`src/rtl/resync_backoff_timer_assert.svh`:
```
// assertion macros shared by the resync back-off timer rtl
// depends on nothing; included by the top level only
`ifndef RESYNC_BACKOFF_TIMER_ASSERT_SVH
`define RESYNC_BACKOFF_TIMER_ASSERT_SVH

// same-cycle implication, disabled while reset is low
`define RBT_ASSERT_NOW(label, clk, rst_n, ante, cons, msg) \
    label: assert property (@(posedge clk) disable iff (!(rst_n)) (ante) |-> (cons)) \
        else $error(msg);

// next-cycle implication, disabled while reset is low
`define RBT_ASSERT_NEXT(label, clk, rst_n, ante, cons, msg) \
    label: assert property (@(posedge clk) disable iff (!(rst_n)) (ante) |=> (cons)) \
        else $error(msg);

`endif

```
`src/rtl/rbt_pkg.sv`:
```
// types and constants for the resync back-off timer
// used by every module of the block; depends on nothing
`timescale 1ns / 1ps

package rbt_pkg;

    localparam int CFG_IDX_W  = 3;
    localparam int CFG_DATA_W = 8;

    typedef enum logic [CFG_IDX_W-1:0] {
        CFG_SYNC_TIMEOUT  = 3'd0,
        CFG_RESYNC_WINDOW = 3'd1,
        CFG_WAIT_INITIAL  = 3'd2,
        CFG_WAIT_STEP     = 3'd3
    } t_cfg_idx;

    typedef enum logic [1:0] {
        ACT_NONE   = 2'd0,
        ACT_RESYNC = 2'd1,
        ACT_OFF    = 2'd2
    } t_action;

    typedef struct packed {
        logic [6:0]        sync_timeout;
        logic [6:0]        resync_window;
        logic signed [7:0] wait_initial;
        logic [6:0]        wait_step;
    } t_cfg;

    typedef struct packed {
        logic signed [7:0] count;
        logic signed [7:0] backoff;
        logic              lost;
    } t_state;

    typedef struct packed {
        t_state  state;
        t_action action;
        logic    data_allowed;
    } t_result;

    localparam logic [6:0]        RST_SYNC_TIMEOUT  = 7'd60;
    localparam logic [6:0]        RST_RESYNC_WINDOW = 7'd1;
    localparam logic signed [7:0] RST_WAIT_INITIAL  = -8'sd10;
    localparam logic [6:0]        RST_WAIT_STEP     = 7'd5;

    // back-off never grows past this floor
    localparam logic signed [8:0] BACKOFF_FLOOR = -9'sd125;
    // countdown value while a resync listen is running
    localparam logic signed [7:0] COUNT_RESYNC  = -8'sd1;

endpackage

```
`src/rtl/rbt_cfg_regs.sv`:
```
// configuration registers of the resync back-off timer
// depends on rbt_pkg
`timescale 1ns / 1ps

module rbt_cfg_regs (
    input  logic                            i_clk,
    input  logic                            i_rst_n,
    input  logic                            i_cfg_valid,
    output logic                            o_cfg_ready,
    input  logic [rbt_pkg::CFG_IDX_W-1:0]   i_cfg_index,
    input  logic [rbt_pkg::CFG_DATA_W-1:0]  i_cfg_data,
    output rbt_pkg::t_cfg                   o_cfg
);

    rbt_pkg::t_cfg r_cfg;
    rbt_pkg::t_cfg n_cfg;

    // writes are always taken
    assign o_cfg_ready = 1'b1;

    always_comb begin
        n_cfg = r_cfg;
        if (i_cfg_valid) begin
            case (rbt_pkg::t_cfg_idx'(i_cfg_index))
                rbt_pkg::CFG_SYNC_TIMEOUT:  n_cfg.sync_timeout  = i_cfg_data[6:0];
                rbt_pkg::CFG_RESYNC_WINDOW: n_cfg.resync_window = i_cfg_data[6:0];
                rbt_pkg::CFG_WAIT_INITIAL:  n_cfg.wait_initial  = $signed(i_cfg_data);
                rbt_pkg::CFG_WAIT_STEP:     n_cfg.wait_step     = i_cfg_data[6:0];
                default:                    n_cfg = r_cfg;
            endcase
        end
    end

    always_ff @(posedge i_clk) begin
        if (!i_rst_n) begin
            r_cfg.sync_timeout  <= rbt_pkg::RST_SYNC_TIMEOUT;
            r_cfg.resync_window <= rbt_pkg::RST_RESYNC_WINDOW;
            r_cfg.wait_initial  <= rbt_pkg::RST_WAIT_INITIAL;
            r_cfg.wait_step     <= rbt_pkg::RST_WAIT_STEP;
        end else begin
            r_cfg <= n_cfg;
        end
    end

    assign o_cfg = r_cfg;

endmodule

```
`src/rtl/rbt_update.sv`:
```
// next-state and result logic for one tick or sync item
// depends on rbt_pkg
`timescale 1ns / 1ps

module rbt_update (
    input  rbt_pkg::t_cfg    i_cfg,
    input  rbt_pkg::t_state  i_state,
    input  logic             i_cmd,
    input  logic             i_radio_inoperable,
    output rbt_pkg::t_result o_result
);

    logic signed [7:0] dec;
    logic signed [8:0] dec_w;
    logic signed [8:0] bo_w;
    logic signed [8:0] step_w;
    logic signed [8:0] off_lim;
    logic signed [8:0] grow_lim;
    logic              at_or_below_zero;
    logic              past_backoff;
    logic              do_resync;
    logic              do_off;

    always_comb begin
        // 8-bit wrap on the decrement
        dec      = i_state.count - 8'sd1;
        dec_w    = {dec[7], dec};
        bo_w     = {i_state.backoff[7], i_state.backoff};
        step_w   = $signed({2'b00, i_cfg.wait_step});
        off_lim  = -9'sd1 - $signed({2'b00, i_cfg.resync_window});
        grow_lim = rbt_pkg::BACKOFF_FLOOR + step_w;

        at_or_below_zero = (dec <= 8'sd0);
        past_backoff     = (dec < i_state.backoff);
        do_resync        = at_or_below_zero && ((dec >= -8'sd1) || past_backoff);
        do_off           = at_or_below_zero && !do_resync && (dec_w <= off_lim);

        o_result.state  = i_state;
        o_result.action = rbt_pkg::ACT_NONE;

        if (i_cmd) begin
            o_result.state.count   = $signed({1'b0, i_cfg.sync_timeout});
            o_result.state.backoff = i_cfg.wait_initial;
            o_result.state.lost    = 1'b0;
        end else if (!i_radio_inoperable) begin
            o_result.state.count = dec;
            if (do_resync) begin
                if (past_backoff && (bo_w >= grow_lim)) begin
                    o_result.state.backoff = 8'(bo_w - step_w);
                end
                o_result.state.count = rbt_pkg::COUNT_RESYNC;
                o_result.action      = rbt_pkg::ACT_RESYNC;
            end else if (do_off) begin
                o_result.state.lost = 1'b1;
                o_result.action     = rbt_pkg::ACT_OFF;
            end
        end

        o_result.data_allowed = (o_result.state.count > 8'sd0);
    end

endmodule

```
`src/rtl/resync_backoff_timer.sv`:
```
// resync back-off timer: input register, state update and result register
// depends on rbt_pkg, rbt_cfg_regs, rbt_update and resync_backoff_timer_assert.svh
//
// usage
//   input channel: i_in_valid / o_in_stall with i_cmd (0 tick, 1 valid sync) and
//   i_radio_inoperable. a transfer happens when valid is high and stall is low.
//   output channel: o_out_valid / i_out_stall with o_action, o_sync_error,
//   o_data_allowed, o_countdown and o_backoff_limit, one result per input item.
//   config channel: i_cfg_valid / o_cfg_ready with i_cfg_index and i_cfg_data,
//   index 0 sync_timeout, 1 resync_window, 2 wait_initial, 3 wait_step;
//   o_cfg_ready is always high. write only while the block is idle.
//   flow: an item lands in the input register, and the result register takes its
//   result once it is free (o_out_valid low or i_out_stall low).
//   throughput: one item per cycle while i_out_stall is low; the countdown and
//   back-off update is a single compare-and-add step between the two registers,
//   so items follow back to back.
//   stall: while the result waits, one more item is held in the input register;
//   after that o_in_stall rises.
//   reset (synchronous, active low): config and state registers return to their
//   defaults, countdown 0, back-off -10, sync error clear, both stages empty.
`timescale 1ns / 1ps

`include "resync_backoff_timer_assert.svh"

module resync_backoff_timer (
    input  logic                            i_clk,
    input  logic                            i_rst_n,
    input  logic                            i_in_valid,
    output logic                            o_in_stall,
    input  logic                            i_cmd,
    input  logic                            i_radio_inoperable,
    output logic                            o_out_valid,
    input  logic                            i_out_stall,
    output logic [1:0]                      o_action,
    output logic                            o_sync_error,
    output logic                            o_data_allowed,
    output logic signed [7:0]               o_countdown,
    output logic signed [7:0]               o_backoff_limit,
    input  logic                            i_cfg_valid,
    output logic                            o_cfg_ready,
    input  logic [rbt_pkg::CFG_IDX_W-1:0]   i_cfg_index,
    input  logic [rbt_pkg::CFG_DATA_W-1:0]  i_cfg_data
);

    rbt_pkg::t_cfg    cfg;
    rbt_pkg::t_state  r_state;
    rbt_pkg::t_result upd;
    rbt_pkg::t_result r_out;

    logic r_in_valid;
    logic r_in_cmd;
    logic r_in_inop;
    logic r_out_valid;
    logic out_free;
    logic advance;

    rbt_cfg_regs u_cfg (
        .i_clk       (i_clk),
        .i_rst_n     (i_rst_n),
        .i_cfg_valid (i_cfg_valid),
        .o_cfg_ready (o_cfg_ready),
        .i_cfg_index (i_cfg_index),
        .i_cfg_data  (i_cfg_data),
        .o_cfg       (cfg)
    );

    rbt_update u_update (
        .i_cfg              (cfg),
        .i_state            (r_state),
        .i_cmd              (r_in_cmd),
        .i_radio_inoperable (r_in_inop),
        .o_result           (upd)
    );

    assign out_free   = !r_out_valid || !i_out_stall;
    assign advance    = r_in_valid && out_free;
    assign o_in_stall = r_in_valid && !out_free;

    // control and state
    always_ff @(posedge i_clk) begin
        if (!i_rst_n) begin
            r_in_valid      <= 1'b0;
            r_out_valid     <= 1'b0;
            r_state.count   <= 8'sd0;
            r_state.backoff <= rbt_pkg::RST_WAIT_INITIAL;
            r_state.lost    <= 1'b0;
        end else begin
            if (!o_in_stall) begin
                r_in_valid <= i_in_valid;
            end
            if (out_free) begin
                r_out_valid <= r_in_valid;
            end
            if (advance) begin
                r_state <= upd.state;
            end
        end
    end

    // payload
    always_ff @(posedge i_clk) begin
        if (!o_in_stall && i_in_valid) begin
            r_in_cmd  <= i_cmd;
            r_in_inop <= i_radio_inoperable;
        end
        if (advance) begin
            r_out <= upd;
        end
    end

    assign o_out_valid     = r_out_valid;
    assign o_action        = r_out.action;
    assign o_sync_error    = r_out.state.lost;
    assign o_data_allowed  = r_out.data_allowed;
    assign o_countdown     = r_out.state.count;
    assign o_backoff_limit = r_out.state.backoff;

    `RBT_ASSERT_NOW(a_off_sets_error, i_clk, i_rst_n, o_out_valid && (o_action == rbt_pkg::ACT_OFF), o_sync_error, "radio off without sync error")
    `RBT_ASSERT_NOW(a_resync_count, i_clk, i_rst_n, o_out_valid && (o_action == rbt_pkg::ACT_RESYNC), o_countdown == rbt_pkg::COUNT_RESYNC, "resync listen with wrong countdown")
    `RBT_ASSERT_NOW(a_data_allowed, i_clk, i_rst_n, o_out_valid, o_data_allowed == (o_countdown > 8'sd0), "data flag disagrees with countdown")
    `RBT_ASSERT_NEXT(a_in_held, i_clk, i_rst_n, r_in_valid && o_in_stall, r_in_valid && $stable(r_in_cmd) && $stable(r_in_inop), "held input item lost")

endmodule

```
`config.mk`:
```
export PLATFORM = sky130hd
export DESIGN_NAME = resync_backoff_timer
export DESIGN_NICKNAME = d
export VERILOG_FILES = /design/src/rtl/rbt_pkg.sv /design/src/rtl/rbt_cfg_regs.sv /design/src/rtl/rbt_update.sv /design/src/rtl/resync_backoff_timer.sv
export VERILOG_INCLUDE_DIRS = /design/src /design/src/rtl
export SDC_FILE = /design/constraint.sdc
export NUM_CORES = 1
export LEC_CHECK = 0
export BUFFER_PORTS_ARGS = -buffer_cell sky130_fd_sc_hd__buf_2
export CELL_PAD_IN_SITES_DETAIL_PLACEMENT = 1
export CELL_PAD_IN_SITES_GLOBAL_PLACEMENT = 1
export CORE_MARGIN = 2
export CORE_UTILIZATION = 46
export CTS_CLUSTER_DIAMETER = 50
export DETAILED_ROUTE_END_ITERATION = 12
export GPL_TIMING_DRIVEN = 0
export PLACE_DENSITY = 0.87
export SYNTH_ARGS = -nofsm -noshare
export SYNTH_HDL_FRONTEND = slang
export SYNTH_SLANG_ARGS = --single-unit
```
`constraint.sdc`:
```
create_clock -name i_clk -period 5.6 [get_ports i_clk]
set_clock_uncertainty 0.05 [all_clocks]
set_input_delay 0.56 -clock i_clk [delete_from_list [all_inputs] [get_ports i_clk]]
set_output_delay 0.56 -clock i_clk [all_outputs]
set_load 0.005 [all_outputs]
```
## Word-level counts from Yosys, hierarchy flattened

Cells that the tools add are included.
Widths: inputs -> output; s select.

- Output and inout port bits: 23
- Word-level logic and storage cells: 58
- Register bits: 70
- Bits of input ports: 18

- Reductions and logical operators: 21
- Magnitude comparators: 6
- Equality and inequality tests: 3
- Mux-type cells: 7
- Add/subtract/negate cells: 4

Operators with widths:

| cell | count |
|---|---|
| $mux 19 | 1 |
| $mux 17 | 1 |
| $mux 16 | 1 |
| $add 8x8->9 const A | 1 |
| $ge 8x9->1 | 1 |
| $le 8x9->1 | 1 |
| $sub 1x8->9 const A | 1 |
| $ge 8x1->1 const B | 1 |
| $gt 8x1->1 const B | 1 |
| $le 8x1->1 const B | 1 |
| $lt 8x8->1 | 1 |
| $mux 8 | 1 |
| $reduce_and 2->1 | 4 |
| $sub 8x2->8 const B | 1 |
| $sub 8x8->8 | 1 |
| $logic_and 1x1->1 | 7 |
| $eq 3x2->1 const B | 2 |
| $logic_not 1->1 | 5 |
| $eq 3x1->1 const B | 1 |
| $logic_not 3->1 | 1 |
| $mux 3 | 1 |
| $reduce_or 3->1 | 1 |
| $logic_or 1x1->1 | 2 |
| $mux 2 | 1 |
| 2 further kinds | 2 |

## Logic depth before layout (Yosys ltp)

- Word-level depth: 12
- Mapped depth: 15
- Gate-level depth less buffers: 14

## By module

Synthesis repeated with hierarchy kept, for this count alone.

- Cell total of the unflattened synthesis: 465
- Area total of the unflattened synthesis: 4,399.2 um^2

Modules (own cells, without submodules):

| module | sequential area each (um^2) | cells each | area each (um^2) | instances |
|---|---|---|---|---|
| rbt_update | 0.0 | 244 | 1,749.2 | 1 |
| resync_backoff_timer | 1,041.0 | 104 | 1,463.9 | 1 |
| rbt_cfg_regs | 580.6 | 117 | 1,186.1 | 1 |

## Least setup slack after synthesis

Ideal clock, no wire load.

- Path kind: reg-to-reg
- Start: reg r_state[9] (netlist bit)
- End: reg r_out (netlist bit o_backoff_limit[7]), data pin
- Slack: 2.131 ns
- Required time: 5.290 ns
- Setup time: 0.260 ns
- Cell stages (with the launch flop): 13
- Arrival time: 3.159 ns
- Path buffers: 0
- Period minus slack after synthesis: 3.469 ns
- Path through: dfxtp_1 -> inv_1 -> ha_1 -> xor2_1 -> ha_1 -> a211o_1 -> a31o_2 -> a211oi_2 -> o22ai_4 -> a211oi_4 -> and3b_1 -> xnor2_1 -> mux2_2

RTL lines:

| item | line | text |
|---|---|---|
| start, declared | resync_backoff_timer.sv:46 | `rbt_pkg::t_state r_state;` |
| start signal, assigned | resync_backoff_timer.sv:95 | `r_state <= upd.state;` |
| end signal, assigned | resync_backoff_timer.sv:107 | `r_out <= upd;` |
| end, declared | resync_backoff_timer.sv:48 | `rbt_pkg::t_result r_out;` |

==> results.txt <==
----------------------------------------------------
[Timing]
  Unrepaired setup endpoints after global routing ... no
  Clock period minus final worst setup slack ... 4.32 ns
  Transition time at the pin with the least slew margin ... 0.840 ns
  Fin. Hold Viols ... 0
  Final-report max-slew violation count ... 0
  Worst slew slack as a fraction of its limit ... 0.436
  Final number of setup-violating endpoints ... 0
  Share of the cycle needed by the critical path after routing ... 0.771
  Worst Hold Margin ... 0.327 ns
  F_max ... 0.232 GHz
  Setup_tns ... 0 ns

[Clock tree]
  Number of buffers created by CTS ... 9
  # hold bufs at CTS ... 0
  Post-CTS Resized ... 0
  Clock slew at the register clock pins of the worst setup and hold paths ... 0.08 ns
  Clock Sinks ... 70
  Post-CTS setup buffer count ... 0
  Cell at the root of the clock tree ... clkbuf_8
  Maximum number of buffers from clock root to sink ... 2
  Count of H-tree levels built during CTS ... 3
  CTS tree ... done
  Later-pin clock latency in the skew report ... 0.36 ns

[Worst setup path]
  Crit end category ... register
  Count of cells along the worst register-to-register path ... 13
  Element type at the critical path start ... register
  Worst EP required ... 5.63 ns
  Worst setup path class ... reg2reg
  Worst Path Arrival ... 4.35 ns
  Worst-path fanout max ... 8

[Floorplan]
  X dimension of the die ... 98.5 µm
  Core area ... 8680 µm²
  Starting Density ... 0.473
  IO Pins ... 41
  Standard-cell row count ... 34
  Die area ... 9700 µm²
  Die Y ... 98.5 µm

[GRT]
  GR Util All Layers ... 0.268
  Wire length of the first global-routing pass ... 20000 µm
  Total congestion overflow after global routing ... 0
  Pin count of the biggest net entering global routing ... 30
  Number of antenna violations at the first check in global routing ... 0
  Vias in the first global route ... 4014

[Layout]
  Most frequent cells in the layout ... nand2_1, nor2_1, dfxtp_1, buf_2
  Most common library cell in the layout ignoring fill and taps ... nand2_1
  Area growth, synth to finish ... 13.9%
  Count of antenna diodes in the layout ... 0
  Layout cell share with drive strength beyond 1 ... 0.137
  Net count, final ... 579

[Synthesis]
  Synthesized instance count ... 477
  Net count after synthesis ... 529
  Post-synthesis register bit count ... 70
  Synth Cell Area ... 4110 µm²
  Total number of yosys warnings ... 0
  Count of flip-flops with a built-in enable after synthesis ... 22
  Share of flip-flops with an asynchronous set or reset ... 0
  Library cells used by synthesis ... 60
  Syn avg cell area ... 8.61 µm²
  Seq/Total Area, Yosys ... 0.395
  Prevailing post-synth register cell ... dfxtp_1

[Run]
  Maximum capacitance violations ... 0

[Detailed routing]
  Detailed-route wire length per cell ... 19.7 µm
  Drt via density ... 5.89
  Remaining DRCs ... 0
  Starting DRC count in detailed routing ... 231
  Number of detailed-route iterations in the first pass ... 4
  Total Wirelength ... 12600 µm
  Count of antenna-violating nets left after detailed routing ... 0
  Detailed-routed wire length on met2 ... 6170 µm
  Amount of wire on met3 after detailed routing ... 773 µm
  Uppermost layer routed ... met4
  Detailed-routing wirelength on met1 ... 5370 µm
  Via count ... 3770

[Pwr]
  Pwr/cell area ... 292 nW/µm²
  P_leak ... 2.03 nW
  VDD IR-drop max ... 0.000160 V

[Run status]
  Run status ... finished clean

[Min path]
  Min-Delay Path Class ... in2reg
  Hold path depth ... 1

[Placement]
  DP Wirelength ... 9550 µm
  Port-buffer cells ... 39
  Routability-driven placement congestion ratio ... 0.997

----------------------------------------------------
[power breakdown]
part / internal, mW / switching [mW]
Clock: 0.295 / 0.200
Combinational: 0.113 / 0.189
Sequential: 0.549 / 0.0205
[logic make-up (layout without fill, tap and decap cells)]
| group | count (synthesis) | in the layout | share of synthesized area |
|---|---|---|---|
| AND/OR/NAND/NOR | 186 | 186 | 0.212 |
| other | 1 | 1 | 0.000913 |
| flip-flops | 70 | 70 | 0.395 |
| adder cells (fa/ha/maj) | 34 | 34 | 0.105 |
| AO/OA/AOI/OAI | 109 | 109 | 0.182 |
| XOR/XNOR | 14 | 14 | 0.0298 |
| buffers and inverters | 53 | 108 | 0.0505 |
| multiplexers | 10 | 10 | 0.0250 |
[worst max-delay path: stages, from the launching register on]
cell and delay [ns]:
dfxtp_1 0.54, inv_1 0.16, ha_1 0.29, nand2b_1 0.20, nor3_1 0.11, xnor2_1 0.43
ha_1 0.22, nor3b_1 0.24, a211oi_2 0.12, a311oi_1 0.72, a2111oi_0 0.15, or2_2 0.37
nor4bb_1 0.29, a31oi_1 0.15
[final timing paths]
kind / startpoint / endpoint / slack, ns
worst max-delay path: r_state[9] / o_data_allowed / 1.28
worst min-delay path: i_cmd / r_in_cmd / 0.33
worst max register to register: r_state[9] / o_data_allowed / 1.28
worst min register to register: u_cfg.o_cfg[3] / u_cfg.o_cfg[3] / 0.41
[cells in the mapped netlist, types with 8 or more instances]
cell | n | area (µm²)
nand2_1 | 65 | 244
nor2_1 | 53 | 199
dfxtp_1 | 48 | 961
a21oi_1 | 33 | 165
ha_1 | 33 | 413
inv_1 | 32 | 120
edfxtp_1 | 22 | 661
o21ai_0 | 21 | 105
nand3_1 | 18 | 90.1
clkbuf_1 | 15 | 56.3
nor3_1 | 12 | 60.1
xnor2_1 | 12 | 105
mux2i_1 | 8 | 80.1
[through the flow]
step            util  total power, mW  instances  instance area [µm²]  setup slack, ns
3_5_place_dp   0.512            0.872        624                 4440             1.42
4_1_cts        0.539             1.37        640                 4680             1.38
2_1_floorplan      -            0.777        477                 4110             2.13
6_report       0.539             1.37        640                 4680             1.28
3_3_place_gp   0.512            0.850        624                 4440             1.55
5_1_grt        0.539             1.42        640                 4680             1.02
[per-layer routing]
metal  up-vias  track usage
met4         0        0.112
li1       1783            -
met1      1850        0.327
met2       115        0.466
met3        22       0.0496
met5         -            0
[final cells by class]
type,instances,area [µm²]
inverters,35,131
well taps,108,135
flip-flops and latches,70,1620
multi-input cells,354,2280
clock inverters,6,110
fillers,1056,4000
plain buffers,18,77.6
clock buffers,10,128
repair buffers,39,195
[state kept, by name, indices dropped and copies added, names as in the netlist]
signal	cells
o_out_valid	1
o_sync_error	1
o_action	2
o_backoff_limit	8
r_in_valid	1
r_state	17
u_cfg.o_cfg	29
o_countdown	8
o_data_allowed	1
r_in_inop	1
r_in_cmd	1
No activity file was read; power rests on OpenSTA's default activity.
